$ cat config.mk
export PLATFORM = sky130hd
export DESIGN_NAME = fepa_controller
export DESIGN_NICKNAME = d
export VERILOG_FILES = /design/src/hw/rtl/fepa_pkg.sv /design/src/hw/rtl/fepa_controller.sv
export SDC_FILE = /design/constraint.sdc
export NUM_CORES = 1
export LEC_CHECK = 0
export ABC_CLOCK_PERIOD_IN_PS = 2100
export BUFFER_PORTS_ARGS = -buffer_cell sky130_fd_sc_hd__buf_2
export CAP_MARGIN = 20
export CORE_UTILIZATION = 48
export DETAILED_ROUTE_END_ITERATION = 7
export GPL_TIMING_DRIVEN = 0
export PLACE_DENSITY = 0.73
export SLEW_MARGIN = 15
export SYNTH_ARGS = -nofsm -noshare
export SYNTH_HDL_FRONTEND = slang
export SYNTH_SLANG_ARGS = --single-unit
$ cat constraint.sdc
create_clock -name clk -period 2.1 [get_ports clk]
set_clock_uncertainty 0.1 [all_clocks]
set_input_delay 0.21 -clock clk [delete_from_list [all_inputs] [get_ports clk]]
set_output_delay 0.21 -clock clk [all_outputs]
set_load 0.005 [all_outputs]
$ cat src/hw/rtl/fepa_pkg.sv
package fepa_pkg;

	localparam int CFG_W       = 32;
	localparam int CFG_INDEX_W = 2;
	localparam int LOG_W       = 40;
	localparam int DIFF_W      = 41;
	localparam int MA_W        = 49;
	localparam int MB_W        = 18;
	localparam int PROD_W      = MA_W + MB_W;
	localparam int N_W         = 27;
	localparam int R_W         = 32;
	localparam int M_W         = 31;
	localparam int FRAC_W      = 16;
	localparam int LNK_W       = 6;
	localparam int LNR_W       = 23;
	localparam int E_W         = 17;
	localparam int SUM_W       = 65;
	localparam int EXP_WIDE    = 48;
	localparam int SQ_STEPS    = 16;
	localparam int HORNER_LAST = 4;

	localparam logic [CFG_INDEX_W-1:0] REG_BETA = 2'd0;
	localparam logic [CFG_INDEX_W-1:0] REG_KT   = 2'd1;

	localparam logic [CFG_W-1:0] BETA_RESET = 32'd26214;
	localparam logic [CFG_W-1:0] KT_RESET   = 32'd163027;

	localparam logic signed [MB_W-1:0] LOG2E_Q16   = 18'sd94548;
	localparam logic signed [MB_W-1:0] LN2_Q16     = 18'sd45426;
	localparam logic [R_W-1:0]         HORNER_SEED = 32'd1431680;
	localparam logic signed [N_W-1:0]  EXP_BIAS    = 27'sd14;

	typedef logic [4:0] op_t;

	localparam op_t OP_NONE   = 5'd0;
	localparam op_t OP_LOAD   = 5'd1;
	localparam op_t OP_PM_HI  = 5'd2;
	localparam op_t OP_PM_LO  = 5'd3;
	localparam op_t OP_SEED   = 5'd4;
	localparam op_t OP_MAX    = 5'd5;
	localparam op_t OP_EXP_Y  = 5'd6;
	localparam op_t OP_EXP_H  = 5'd7;
	localparam op_t OP_EXP_SH = 5'd8;
	localparam op_t OP_LN1    = 5'd9;
	localparam op_t OP_LN2    = 5'd10;
	localparam op_t OP_SQ     = 5'd11;
	localparam op_t OP_LN_FIN = 5'd12;
	localparam op_t OP_LS     = 5'd13;
	localparam op_t OP_DIFF   = 5'd14;
	localparam op_t OP_Q_HI   = 5'd15;
	localparam op_t OP_Q_LO   = 5'd16;
	localparam op_t OP_OUT    = 5'd17;

	typedef struct packed {
		op_t        op;
		logic [2:0] step;
		logic       phase;
	} fepa_cmd_t;

	typedef struct packed {
		logic seeded;
		logic out_busy;
	} fepa_status_t;

	function automatic logic [R_W-1:0] horner_coef(input logic [2:0] step);
		logic [R_W-1:0] c;
		unique case (step)
			3'd0: c = 32'd10327388;
			3'd1: c = 32'd59597083;
			3'd2: c = 32'd257941248;
			3'd3: c = 32'd744261118;
			3'd4: c = 32'd1073741824;
			default: c = '0;
		endcase
		return c;
	endfunction

endpackage

$ cat src/hw/rtl/fepa_controller.sv
module fepa_controller (
	input  logic                   clk,
	input  logic                   arst_n,
	input  logic                   in_valid,
	output logic                   in_ready,
	output fepa_pkg::fepa_cmd_t    cmd,
	input  fepa_pkg::fepa_status_t status
);
	import fepa_pkg::*;

	localparam logic [4:0] ST_IDLE   = 5'd0;
	localparam logic [4:0] ST_PM_HI  = 5'd1;
	localparam logic [4:0] ST_PM_LO  = 5'd2;
	localparam logic [4:0] ST_SEED   = 5'd3;
	localparam logic [4:0] ST_MAX    = 5'd4;
	localparam logic [4:0] ST_EXP_Y  = 5'd5;
	localparam logic [4:0] ST_EXP_H  = 5'd6;
	localparam logic [4:0] ST_EXP_SH = 5'd7;
	localparam logic [4:0] ST_LN1    = 5'd8;
	localparam logic [4:0] ST_LN2    = 5'd9;
	localparam logic [4:0] ST_SQ     = 5'd10;
	localparam logic [4:0] ST_LN_FIN = 5'd11;
	localparam logic [4:0] ST_LS     = 5'd12;
	localparam logic [4:0] ST_DIFF   = 5'd13;
	localparam logic [4:0] ST_Q_HI   = 5'd14;
	localparam logic [4:0] ST_Q_LO   = 5'd15;
	localparam logic [4:0] ST_OUT    = 5'd16;

	logic [4:0] state_q, state_n;
	logic [2:0] step_q, step_n;
	logic [3:0] sq_q, sq_n;
	logic       phase_q, phase_n;
	op_t        op;

	always_comb begin
		state_n  = state_q;
		step_n   = step_q;
		sq_n     = sq_q;
		phase_n  = phase_q;
		op       = OP_NONE;
		in_ready = 1'b0;
		unique case (state_q)
			ST_IDLE: begin
				in_ready = 1'b1;
				if (in_valid) begin
					op      = OP_LOAD;
					state_n = ST_PM_HI;
				end
			end
			ST_PM_HI: begin
				op      = OP_PM_HI;
				state_n = ST_PM_LO;
			end
			ST_PM_LO: begin
				op      = OP_PM_LO;
				state_n = status.seeded ? ST_MAX : ST_SEED;
			end
			ST_SEED: begin
				op      = OP_SEED;
				state_n = ST_IDLE;
			end
			ST_MAX: begin
				op      = OP_MAX;
				phase_n = 1'b0;
				state_n = ST_EXP_Y;
			end
			ST_EXP_Y: begin
				op      = OP_EXP_Y;
				step_n  = '0;
				state_n = ST_EXP_H;
			end
			ST_EXP_H: begin
				op = OP_EXP_H;
				if (step_q == 3'(HORNER_LAST)) begin
					state_n = ST_EXP_SH;
				end else begin
					step_n = step_q + 3'd1;
				end
			end
			ST_EXP_SH: begin
				op      = OP_EXP_SH;
				state_n = phase_q ? ST_OUT : ST_LN1;
			end
			ST_LN1: begin
				op      = OP_LN1;
				sq_n    = '0;
				state_n = ST_SQ;
			end
			ST_LN2: begin
				op      = OP_LN2;
				sq_n    = '0;
				state_n = ST_SQ;
			end
			ST_SQ: begin
				op = OP_SQ;
				if (sq_q == 4'(SQ_STEPS - 1)) begin
					state_n = ST_LN_FIN;
				end else begin
					sq_n = sq_q + 4'd1;
				end
			end
			ST_LN_FIN: begin
				op      = OP_LN_FIN;
				state_n = phase_q ? ST_DIFF : ST_LS;
			end
			ST_LS: begin
				op      = OP_LS;
				phase_n = 1'b1;
				state_n = ST_LN2;
			end
			ST_DIFF: begin
				op      = OP_DIFF;
				state_n = ST_Q_HI;
			end
			ST_Q_HI: begin
				op      = OP_Q_HI;
				state_n = ST_Q_LO;
			end
			ST_Q_LO: begin
				op      = OP_Q_LO;
				state_n = ST_EXP_Y;
			end
			ST_OUT: begin
				if (!status.out_busy) begin
					op      = OP_OUT;
					state_n = ST_IDLE;
				end
			end
			default: state_n = ST_IDLE;
		endcase
	end

	assign cmd.op    = op;
	assign cmd.step  = step_q;
	assign cmd.phase = phase_q;

	always_ff @(posedge clk or negedge arst_n) begin
		if (!arst_n) begin
			state_q <= ST_IDLE;
			step_q  <= '0;
			sq_q    <= '0;
			phase_q <= 1'b0;
		end else begin
			state_q <= state_n;
			step_q  <= step_n;
			sq_q    <= sq_n;
			phase_q <= phase_n;
		end
	end

endmodule

# Word level (Yosys, flattened, before mapping)
# Index checks and enable logic that the tools add are counted.
word_totals:
  wordCells: 56
  ff_bits: 13
  ramBits: 0
  latchBits: 0
  inputBits: 5
  n_memories: 0
  romBits: 0
  output_inout_bits: 10
op_classes:
  muxes: 17
  n_reduce_logical: 9
  multipliers: 0
  add_sub_neg: 2
  n_eq_ne: 24
  n_bitwise: 0
  div_mod_pow: 0
  shift: 0
  order_cmp: 0
ops:
  columns: ["op", "n"]
  rows:
  - ["5-bit case mux with 17 select lines", 1]
  - ["5-bit case mux with 14 select lines", 1]
  - ["5-bit by 4-bit equality test with 1-bit output (second input constant)", 8]
  - ["5-bit 2-to-1 mux", 6]
  - ["5-bit by 3-bit equality test with 1-bit output (second input constant)", 4]
  - ["2-bit != test (second input constant)", 6]
  - ["5-bit by 2-bit equality test with 1-bit output (second input constant)", 2]
  - ["4-bit case mux with 2 select lines", 1]
  - ["3-bit 2-to-1 mux", 2]
  - ["3-bit case mux with 2 select lines", 1]
  - ["2-bit nonzero test", 3]
  - ["5-bit by 1-bit equality test with 1-bit output (second input constant)", 1]
  - ["5-bit equality test (second input constant)", 1]
  - ["5-bit zero test", 1]
  - ["4-bit by 1-bit adder with 4-bit output (second input constant)", 1]
  - ["4-bit equality test (second input constant)", 1]
  - ["4-bit 2-to-1 mux", 1]
  - ["2-bit AND reduction", 2]
  - ["4-bit AND reduction", 1]
  - ["2-bit OR reduction", 2]
  - ["3-bit by 1-bit adder with 3-bit output (second input constant)", 1]
  - ["3-bit equality test (second input constant)", 1]
  - ["1-bit 2-to-1 mux", 3]
  - ["1-bit case mux with 2 select lines", 1]

# Longest topological paths before layout
# Gate-level depths: netlist (run 1).
depth:
  word_depth: 4
  depth_mapped: 6

# Worst setup path after synthesis (run 1)
# OpenSTA, ideal clock, no wires.
synth_timing:
  path_type: "reg-to-reg"
  start: "register sq_q[0]"
  end: "register sq_q[3]"
  setup_time_ps: 78
  period_less_slack_ps: 1996
  required_ps: 1922
  path_slack_ps: 104
  t_arrival_ps: 1818
  path_stages_with_launch: 7
  path_cell_list: "dfrtp_1 > ha_1 > and3_1 > or4b_1 > buf_2 > or3_1 > a21boi_1"
synth_between:
  elab_chain_cells: 3
  elab_cells_between_ends: 6
  classes_between: "add/sub (1); eq/ne (2); mux (2); reduce/logical (1)"
synth_lines:
  columns: ["element", "line", "text"]
  rows:
  - ["from (decl)", "fepa_controller.sv:31", "logic [3:0] sq_q, sq_n;"]
  - ["from (signal assigned)", "fepa_controller.sv:146", "sq_q <= sq_n;"]
  - ["4-bit by 1-bit adder with 4-bit output or 4-bit equality test (tied branches)", "fepa_controller.sv:99, fepa_controller.sv:96", null]
  - ["4-bit 2-to-1 mux or 2-bit != test (tied branches)", null, null]
  - ["4-bit case mux with 2 select lines or 2-bit AND reduction (tied branches)", null, null]
# Several ways; a longest one is shown, not always the timed one. The select of a mux whose other input is x is not followed.
# A chain may end at the register's enable or synchronous reset.

# Worst setup path in the final report (run 1)
layout_timing:
  start: "register state_q[2]"
  end: "register sq_q[3]"
layout_between:
  elab_chain_cells: 4
  elab_cells_between_ends: 8
  classes_between: "eq/ne (4); mux (1); reduce/logical (3)"
layout_lines:
  columns: ["element", "line", "text"]
  rows:
  - ["from (decl)", "fepa_controller.sv:29", "logic [4:0] state_q, state_n;"]
  - ["from (signal assigned)", "fepa_controller.sv:144", "state_q <= state_n;"]
  - ["5-bit by 4-bit equality test with 1-bit output", "fepa_controller.sv:42", "unique case (state_q)"]
  - ["2-bit OR reduction (no line)", null, null]
  - ["2-bit nonzero test (no line)", null, null]
  - ["2-bit AND reduction (no line)", null, null]
# Several ways; a longest one is shown, not always the timed one.

==> results of run 1 <==
flip-flops by register name (all words and copies together), names as in the netlist:
name     count
state_q      5
step_q       3
phase_q      1
sq_q         4
power by group through the flow:
stage / sequential [mW] / combinational [mW] / clock, mW
finish: 0.464 / 0.904 / 0.156
global route: 0.481 / 1.02 / 0.175
CTS: 0.406 / 0.886 / 0.165
detailed placement: 0.414 / 0.858 / 0
global placement: 0.409 / 0.841 / 0
floorplan: 0.401 / 0.631 / 0
Yosys cell counts, drive strengths merged:
cell type / count
ha: 3
clkbuf: 7
a21oi: 4
nor2: 12
xor2: 2
or3: 2
or2: 1
inv: 4
nor2b: 2
nand4b: 1
and2: 1
nand3: 8
dfrtp: 13
nand2: 6
o211ai: 1
nand4: 2
nand3b: 2
xnor2: 3
nor4: 2
buf: 3
and3: 2
nand2b: 2
a22oi: 1
a221oi: 1
a2111oi: 1
a2bb2oi: 1
o31ai: 1
a21boi: 1
o21ai: 8
or4b: 1
mux2: 3
nor3: 3
o21bai: 1
final cells by class:
| class | count | area (µm²) |
|---|---|---|
| plain buffers | 7 | 50.0 |
| clock buffers | 4 | 26.3 |
| fillers | 149 | 621 |
| inverters | 4 | 15.0 |
| multi-input cells | 78 | 507 |
| flip-flops and latches | 13 | 325 |
| well taps | 25 | 31.3 |
| repair buffers | 22 | 133 |
cells in the final DEF, fill, tap and decap left out, types with 3 or more instances in the layout:
cell type,Yosys,final
a21oi_1,4,4
buf_2,1,14
buf_4,1,8
clkbuf_1,7,3
clkbuf_4,0,4
dfrtp_1,13,13
inv_1,4,4
mux2_2,3,3
nand2_1,6,6
nand3_1,8,8
nor2_1,12,12
nor3_1,3,3
o21ai_0,8,8
xnor2_1,3,3
metal layers:
metal | global-route usage (%) | wire length, µm | up-vias
met1 | 27.9 | 893 | 385
met5 | 0 | 0 | -
met3 | 7.35 | 81 | 0
met4 | 3.64 | 0 | 0
li1 | - | - | 412
met2 | 34.1 | 993 | 16
stage by stage:
step	setup slack [ps]	TNS, ps	util, %	power, mW
after global routing	21.8	0	63.7	1.67
after detailed placement	-42.1	-42.1	57.1	1.27
final	57.7	0	63.7	1.52
after global placement	36.2	0	57.1	1.25
after floorplan	104	0	-	1.03
after CTS	17.4	0	60.1	1.46
cells by family after synthesis:
| family | synth area share (%) |
|---|---|
| XOR/XNOR | 5.02 |
| multiplexers | 3.87 |
| adder cells (fa/ha/maj) | 4.30 |
| AO/OA/AOI/OAI | 14.2 |
| flip-flops | 37.2 |
| AND/OR/NAND/NOR | 27.9 |
| buffers and inverters | 7.45 |
critical path, stage by stage (launching register included):
cell      delay [ps]
dfrtp_1          370
buf_6            130
or2_1            240
or4b_4           540
buf_6            130
or3_1            300
a21boi_1         160
worst min-delay path by stage:
stage | endpoint | slack, ps | cells after the start
6_report | state_q[4] | 100 | 3
5_1_grt | state_q[4] | 120 | 3
4_1_cts | state_q[4] | 90 | 3
3_5_place_dp | sq_q[2] | 10 | 1
3_3_place_gp | state_q[3] | 10 | 1
2_1_floorplan | phase_q | -190 | 0
repair_timing:
| action | 4_1_cts | 5_1_grt |
|---|---|---|
| setup endpoints to repair | 4 | 3 |
| cloned | 0 | 0 |
| hold buffers | 1 | 0 |
| buffers inserted | 1 | 6 |
| hold endpoints to repair | 13 | 0 |
| pin swaps | 1 | 4 |
| resized for setup | 4 | 7 |
==> results.cfg, run 1 <==
[timing]
hold_viol = 0
slew_viol_final = 0
min_period_ps = 2040
finalSetupViolCount = 0
fin_hold_ws_ps = 102
fmax_mhz = 490
slew_headroom_pct = 71.3
worstMarginPinSlew_ps = 430
rsz0062_at_grt = no
final.period_utilization_pct = 97.3

[cells_and_area]
final_cell_area_mm2 = 0.00109
layout.nets = 137
fin_cells = 153
diodes = 0
syn_to_final_growth_pct = 24.5
drive_gt1_share_pct = 28.9

[clock_network]
path_clk_slew_ps = 80
htree_levels = 1
clockBufferDepth = 2
root_buffer = clkbuf_4
cts_buffers = 3
clock_latency_ps = 280
cts_tree = yes
cts_sinks = 13

[worst_setup_path]
ff2ff_path_depth = 6
critPathKind = flip-flop to flip-flop
regToRegSetupSlack_ps = 60
worstPathRequired_ps = 2200
crit_path_end_kind = flip-flop
crit_path_start = state_q[2]
path_max_fanout = 7
reg2reg_to = sq_q[3]
endpoint = sq_q[3]
r2r_start = state_q[2]
arrival_ps = 2150
cp-start-kind = flip-flop

[floorplan]
die_x_um = 44.7
rows = 15
die_height_um = 44.7
die_area_mm2 = 0.00199
ios = 15
core_mm2 = 0.00171
initial_core_util_pct = 51.1

[drt]
drt-pass1-iter-count = 4
drt-initial-drc-count = 14
routed_via_density = 5.31
drt_wl_total_um = 1970
drc = 0
wl_per_cell_um = 12.9
antenna_left = 0
dr_total_vias = 813

[placement]
place_area_um2 = 975
io_buffers = 14
dp_cells = 144
dp_hpwl_um = 1370
place.gp.congestion = 0.860

[logic_synthesis]
seq_area_frac_synth_pct = 37.2
netlist.area_leader.share_pct = 37.2
syn_area_um2 = 873
syn_nets = 113
synth_area_leaders = dfrtp_1 (37%), nor2_1 (5.2%), nand3_1 (4.6%), o21ai_0 (4.6%), ha_1 (4.3%)
synth_warnings = 0
yosysTopAreaCell = dfrtp_1
syn_area_per_cell_um2 = 8.32
yosysUniqueCellTypes = 35
synth_seq_cells = 13
synth_cells = 105

[pwr]
power.density_mw_per_mm2 = 1400
power.internal_mw = 0.872
clockPowerShare_pct = 10.2
combPwrFrac_pct = 59.3
seq_power_share_pct = 30.5
swShare_pct = 42.7
max-vdd-ir-drop_uv = 786
leakage_nw = 0.506
power_switching_mw = 0.651

[global_routing]
grt_usage_pct = 21.2
antenna_found_initial = 0
grt_remaining_overflow = 0
grt_pass1_vias = 719
grt_pass1_wl_um = 3080
grt_max_degree = 14

[hold_path]
hold_start = status[0]
hp-class = input port to flip-flop

[run_status]
outcome = complete, no violations

[flow_run]
max_cap_violations = 0
Power figures use the tool's default switching activity.
==> inputs of run 2 (changes only) <==
CORE_UTILIZATION = 30   (was 48)
PLACE_DENSITY = unset   (was 0.73)
==> results.cfg, run 2 (synthesized netlist as in run 1, its figures left out) <==
[pwr]
combPwrFrac_pct = 57.8
leakage_nw = 0.488
power.internal_mw = 0.831
clockPowerShare_pct = 11.4
max-vdd-ir-drop_uv = 672
swShare_pct = 44.3
power.density_mw_per_mm2 = 1410
seq_power_share_pct = 30.8
power_switching_mw = 0.660

[placement]
place.gp.congestion = 0.794
dp_hpwl_um = 1420
dp_worst_setup_slack_ps = 2.80
io_buffers = 14

[cells_and_area]
drive_gt1_share_pct = 24.8
top_regs = state_q x5, sq_q x4, step_q x3
syn_to_final_growth_pct = 20.8
fill_cells = 284
final_cell_mix = buf_2 (14), dfrtp_1 (13), nor2_1 (12)
largest_reg_flops = 5
layout.nets = 134
diodes = 0
layout_commonest_cell = buf_2
top_register = state_q

[floorplan]
core_mm2 = 0.00276
ios = 15
initial_core_util_pct = 31.7
die_area_mm2 = 0.00313
die_height_um = 56.0
die_x_um = 56.0
rows = 19

[timing]
finalSetupViolCount = 0
hold_viol = 0
tns_ps = 0
setup_slack_ps = 41.5
worstMarginPinSlew_ps = 440
slew_headroom_pct = 70.6
min_period_ps = 2060
fmax_mhz = 486
final.period_utilization_pct = 98.0
slew_viol_final = 0
rsz0062_at_grt = no

[drt]
drc = 0
drt-initial-drc-count = 14
drt-pass1-iter-count = 4
dr_total_vias = 831
antenna_left = 0
routed_via_density = 5.33
wl_per_cell_um = 12.9
drt_wl_total_um = 2010

[global_routing]
grt_usage_pct = 13.6
grt_pass1_wl_um = 3360
grt_remaining_overflow = 0
antenna_found_initial = 0
grt_max_degree = 14
grt_pass1_vias = 761

[run_status]
outcome = complete, no violations

[clock_network]
htree_levels = 1
root_buffer = clkbuf_4
clockBufferDepth = 2
path_clk_slew_ps = 100
cts_tree = yes
cts_sinks = 13
clock_latency_ps = 290
cts_buffers = 3

[worst_setup_path]
regToRegSetupSlack_ps = 40
path_max_fanout = 10
cp-start-kind = flip-flop
arrival_ps = 2170
worstPathRequired_ps = 2210
crit_path_end_kind = flip-flop
critPathKind = flip-flop to flip-flop

[flow_run]
max_cap_violations = 0

[hold_path]
hp-class = input port to flip-flop
==> run 2: path summary, 6_finish.rpt <==
path,from,to,cells after the start
setup / recovery,state_q[2],sq_q[3],6
setup reg to reg,state_q[2],sq_q[3],6
min in group asynchronous,arst_n,phase_q,2
hold reg to reg,step_q[0],step_q[0],1
max in group asynchronous,arst_n,sq_q[3],2
hold / removal,status[0],state_q[4],3
==> run 2: layer usage <==
| layer | global-route usage, % | share of wire [%] |
|---|---|---|
| met3 | 2.09 | 3.2 |
| met2 | 22.2 | 49 |
| met5 | 0 | 0 |
| met4 | 5.23 | 0.75 |
| met1 | 18.2 | 47 |
==> run 2: critical path, stage by stage (launching register included) <==
cell and delay [ps]:
dfrtp_1 390, buf_6 140, or2_1 230, or4b_4 540, buf_6 130, or3_1 330
a21boi_1 130
==> run 2: power groups by stage <==
stage               combinational, mW  sequential, mW  clock (mW)
floorplan                       0.631           0.401           0
global placement                0.850           0.409           0
global route                    0.960           0.478       0.190
finish                          0.862           0.459       0.171
CTS                             0.892           0.406       0.171
detailed placement              0.865           0.414           0
==> run 2: cell type report <==
class                      count  area (µm²)  area share, %
sequential                    13         325           30.8
timing repair buffer          19         110           10.4
clock buffer                   4        26.3           2.49
inverter                       4        15.0           1.42
tap                           31        38.8           3.68
buffer                         7        50.0           4.74
multi-input combinational     78         489           46.4
==> run 2: timing repair <==
item | in CTS | in global routing
hold buffers | 1 | 0
endpoints found under the setup margin | 3 | 4
resized for setup | 2 | 6
endpoints found under the hold margin | 13 | 0
setup buffers | 1 | 3
pin swaps | 0 | 1
==> run 2: metrics by stage <==
step                      std cells  cell area [µm²]  utilization, %  hold WS [ps]  power [mW]
after detailed placement        150              982            35.6          24.6        1.28
final                           156             1050            38.2          83.6        1.49
after global placement          150              982            35.6          21.9        1.26
after CTS                       156             1030            37.3          81.4        1.47
after floorplan                 105              873               -          -186        1.03
after global routing            156             1050            38.2          94.4        1.63
==> inputs of run 3 (changes only) <==
ABC_AREA = 1   (was unset)
==> results.cfg, run 3 <==
[timing]
finalSetupViolCount = 0
fmax_mhz = 512
slew_viol_final = 0
tns_ps = 0
min_period_ps = 1950
rsz0062_at_grt = no
setup_slack_ps = 148
hold_viol = 0
slew_headroom_pct = 73.9
final.period_utilization_pct = 93.0
worstMarginPinSlew_ps = 388

[worst_setup_path]
path_max_fanout = 9
path_cells = inv_4 -> nand3_2 -> nor2_1 -> inv_2 -> nand2_1 -> nor2_1 -> nand3_1 -> buf_2
arrival_ps = 1640
ff2ff_path_depth = 8
worstPathRequired_ps = 1790
cp-start-kind = flip-flop
critPathSlowestCell = dfrtp_1
crit_path_end_kind = output port
regToRegSetupSlack_ps = 580
reg2reg_to = state_q[0]
critPathKind = flip-flop to output port
slowest_delay_ps = 470
crit_top_cell = nor2_1
r2r_start = state_q[2]

[clock_network]
clock_latency_ps = 270
path_clk_slew_ps = 90
cts_buffers = 3
clockBufferDepth = 2
cts_sinks = 13
root_buffer = clkbuf_4
htree_levels = 1
cts_tree = yes

[drt]
drt-pass1-iter-count = 4
drt-initial-drc-count = 36
drc = 0
wl_per_cell_um = 11.2
routed_via_density = 4.82
drt_wl_total_um = 2250
dr_total_vias = 963
antenna_left = 0

[pwr]
max-vdd-ir-drop_uv = 462
power.density_mw_per_mm2 = 1200
leakage_nw = 0.570
total_power_mw = 1.37

[cells_and_area]
syn_to_final_growth_pct = 16.8
diodes = 0
top_register = state_q
top_regs = state_q x5, sq_q x4, step_q x3
layout_commonest_cell = nand2_1
layout.nets = 165
drive_gt1_share_pct = 30.8
final_cell_area_mm2 = 0.00114
largest_reg_flops = 5
final_cell_mix = nand2_1 (26), nor2_1 (19), buf_2 (14)

[logic_synthesis]
seq_area_frac_synth_pct = 33.4
syn_nets = 145
synth_area_leaders = dfrtp_1 (33%), nand2_1 (10%), nor2_1 (7.3%), nand3_1 (6.7%), ha_1 (3.9%)
synth_warnings = 0
syn_area_um2 = 973
yosysUniqueCellTypes = 24
synthXorXnorAreaFrac_pct = 0.900
syn_area_per_cell_um2 = 7.11
synth-async-reset-ratio_pct = 100
synth_seq_cells = 13
synth-compound-area-share_pct = 7.84
yosysTopAreaCell = dfrtp_1
synthAdderAreaFrac_pct = 3.86
synthSimpleGateAreaFrac_pct = 44.3
synth_top_cells_by_count = nand2_1 (26), nor2_1 (19), dfrtp_1 (13), nand3_1 (13)
yosysMostFrequentCell = nand2_1
synth_ff_type = dfrtp_1
synth_cells = 137
synth_top_family_by_area = simple AND/OR/NAND/NOR gates
muxShareOfSynthArea_pct = 0
synth-edff-count = 0
netlist.area_leader.share_pct = 33.4

[placement]
place.gp.congestion = 0.891
io_buffers = 14
dp_worst_setup_slack_ps = 435
dp_hpwl_um = 1790
place_area_mm2 = 0.00110

[hold_path]
hp-class = input port to flip-flop
whs_path_depth = 3
hold_start = status[1]
hold-path-endpoint = state_q[2]

[global_routing]
antenna_found_initial = 0
grt_remaining_overflow = 0
grt_pass1_vias = 902
grt_pass1_wl_um = 3930
grt_max_degree = 14
grt_usage_pct = 15.0

[floorplan]
initial_core_util_pct = 31.6
die_height_um = 59.0
die_x_um = 59.0
rows = 20
ios = 15
die_area_mm2 = 0.00348
core_mm2 = 0.00308

[run_status]
outcome = complete, no violations

[flow_run]
max_cap_violations = 0
run 3: changes by cell type after synthesis, moves of 7 or more:
cell / before / now
nand2_1: 6 / 26
o21ai_0: 8 / 0
nor2_1: 12 / 19
clkbuf_1: 7 / 0
inv_2: 0 / 10
run 3: timing repair:
item | in CTS | in global routing
endpoints found under the hold margin | 13 | 0
hold buffers | 1 | 0
resized for setup | 0 | 1
setup buffers | 0 | 0
endpoints found under the setup margin | 0 | 1
run 3: final cells by class:
| class | instances | area [µm²] |
|---|---|---|
| sequential | 13 | 325 |
| tap | 44 | 55.1 |
| clock buffer | 4 | 26.3 |
| fill | 329 | 1940 |
| timing repair buffer | 15 | 80.1 |
| inverter | 20 | 77.6 |
| buffer | 2 | 18.8 |
| multi-input combinational | 102 | 554 |
run 3: metal layers:
layer	global-route usage, %	routed length [µm]
met1	20.4	1040
met5	0	0
met2	23.9	1030
met3	2.64	150
met4	5.10	29
run 3: how the worst max path moves through the flow:
stage	start	endpoint	slack [ps]
5_1_grt	state_q[1]	cmd[6]	20
2_1_floorplan	state_q[4]	cmd[7]	720
3_3_place_gp	state_q[4]	cmd[7]	430
4_1_cts	state_q[4]	cmd[7]	120
3_5_place_dp	state_q[4]	cmd[7]	430
6_report	state_q[4]	cmd[7]	150
run 3: critical path: cells and delay by family (launching register included):
kind | cells | cell delay (ps)
and+or+nand+nor | 5 | 550
DFF | 1 | 470
buffers and inverters | 3 | 330
run 3: report_power, final:
part	internal (mW)	switching [mW]
combinational	0.308	0.503
sequential	0.316	0.0838
clock	0.0736	0.0836
total	0.697	0.670
run 3: kinds of logic (layout without fill, tap and decap cells):
logic type / Yosys count / in the layout
and+or+nand+nor: 85 / 85
AOI/OAI and AO/OA: 13 / 13
adders and majority gates: 3 / 3
xor gates and xnor gates: 1 / 1
DFF: 13 / 13
buffers and inverters: 22 / 41
run 3: per-stage QoR:
stage,hold slack (ps),utilization (%),instances
2_1_floorplan,-186,-,137
3_3_place_gp,17.6,35.7,195
3_5_place_dp,28.9,35.7,195
4_1_cts,115,36.9,200
5_1_grt,125,37.0,200
6_report,110,37.0,200
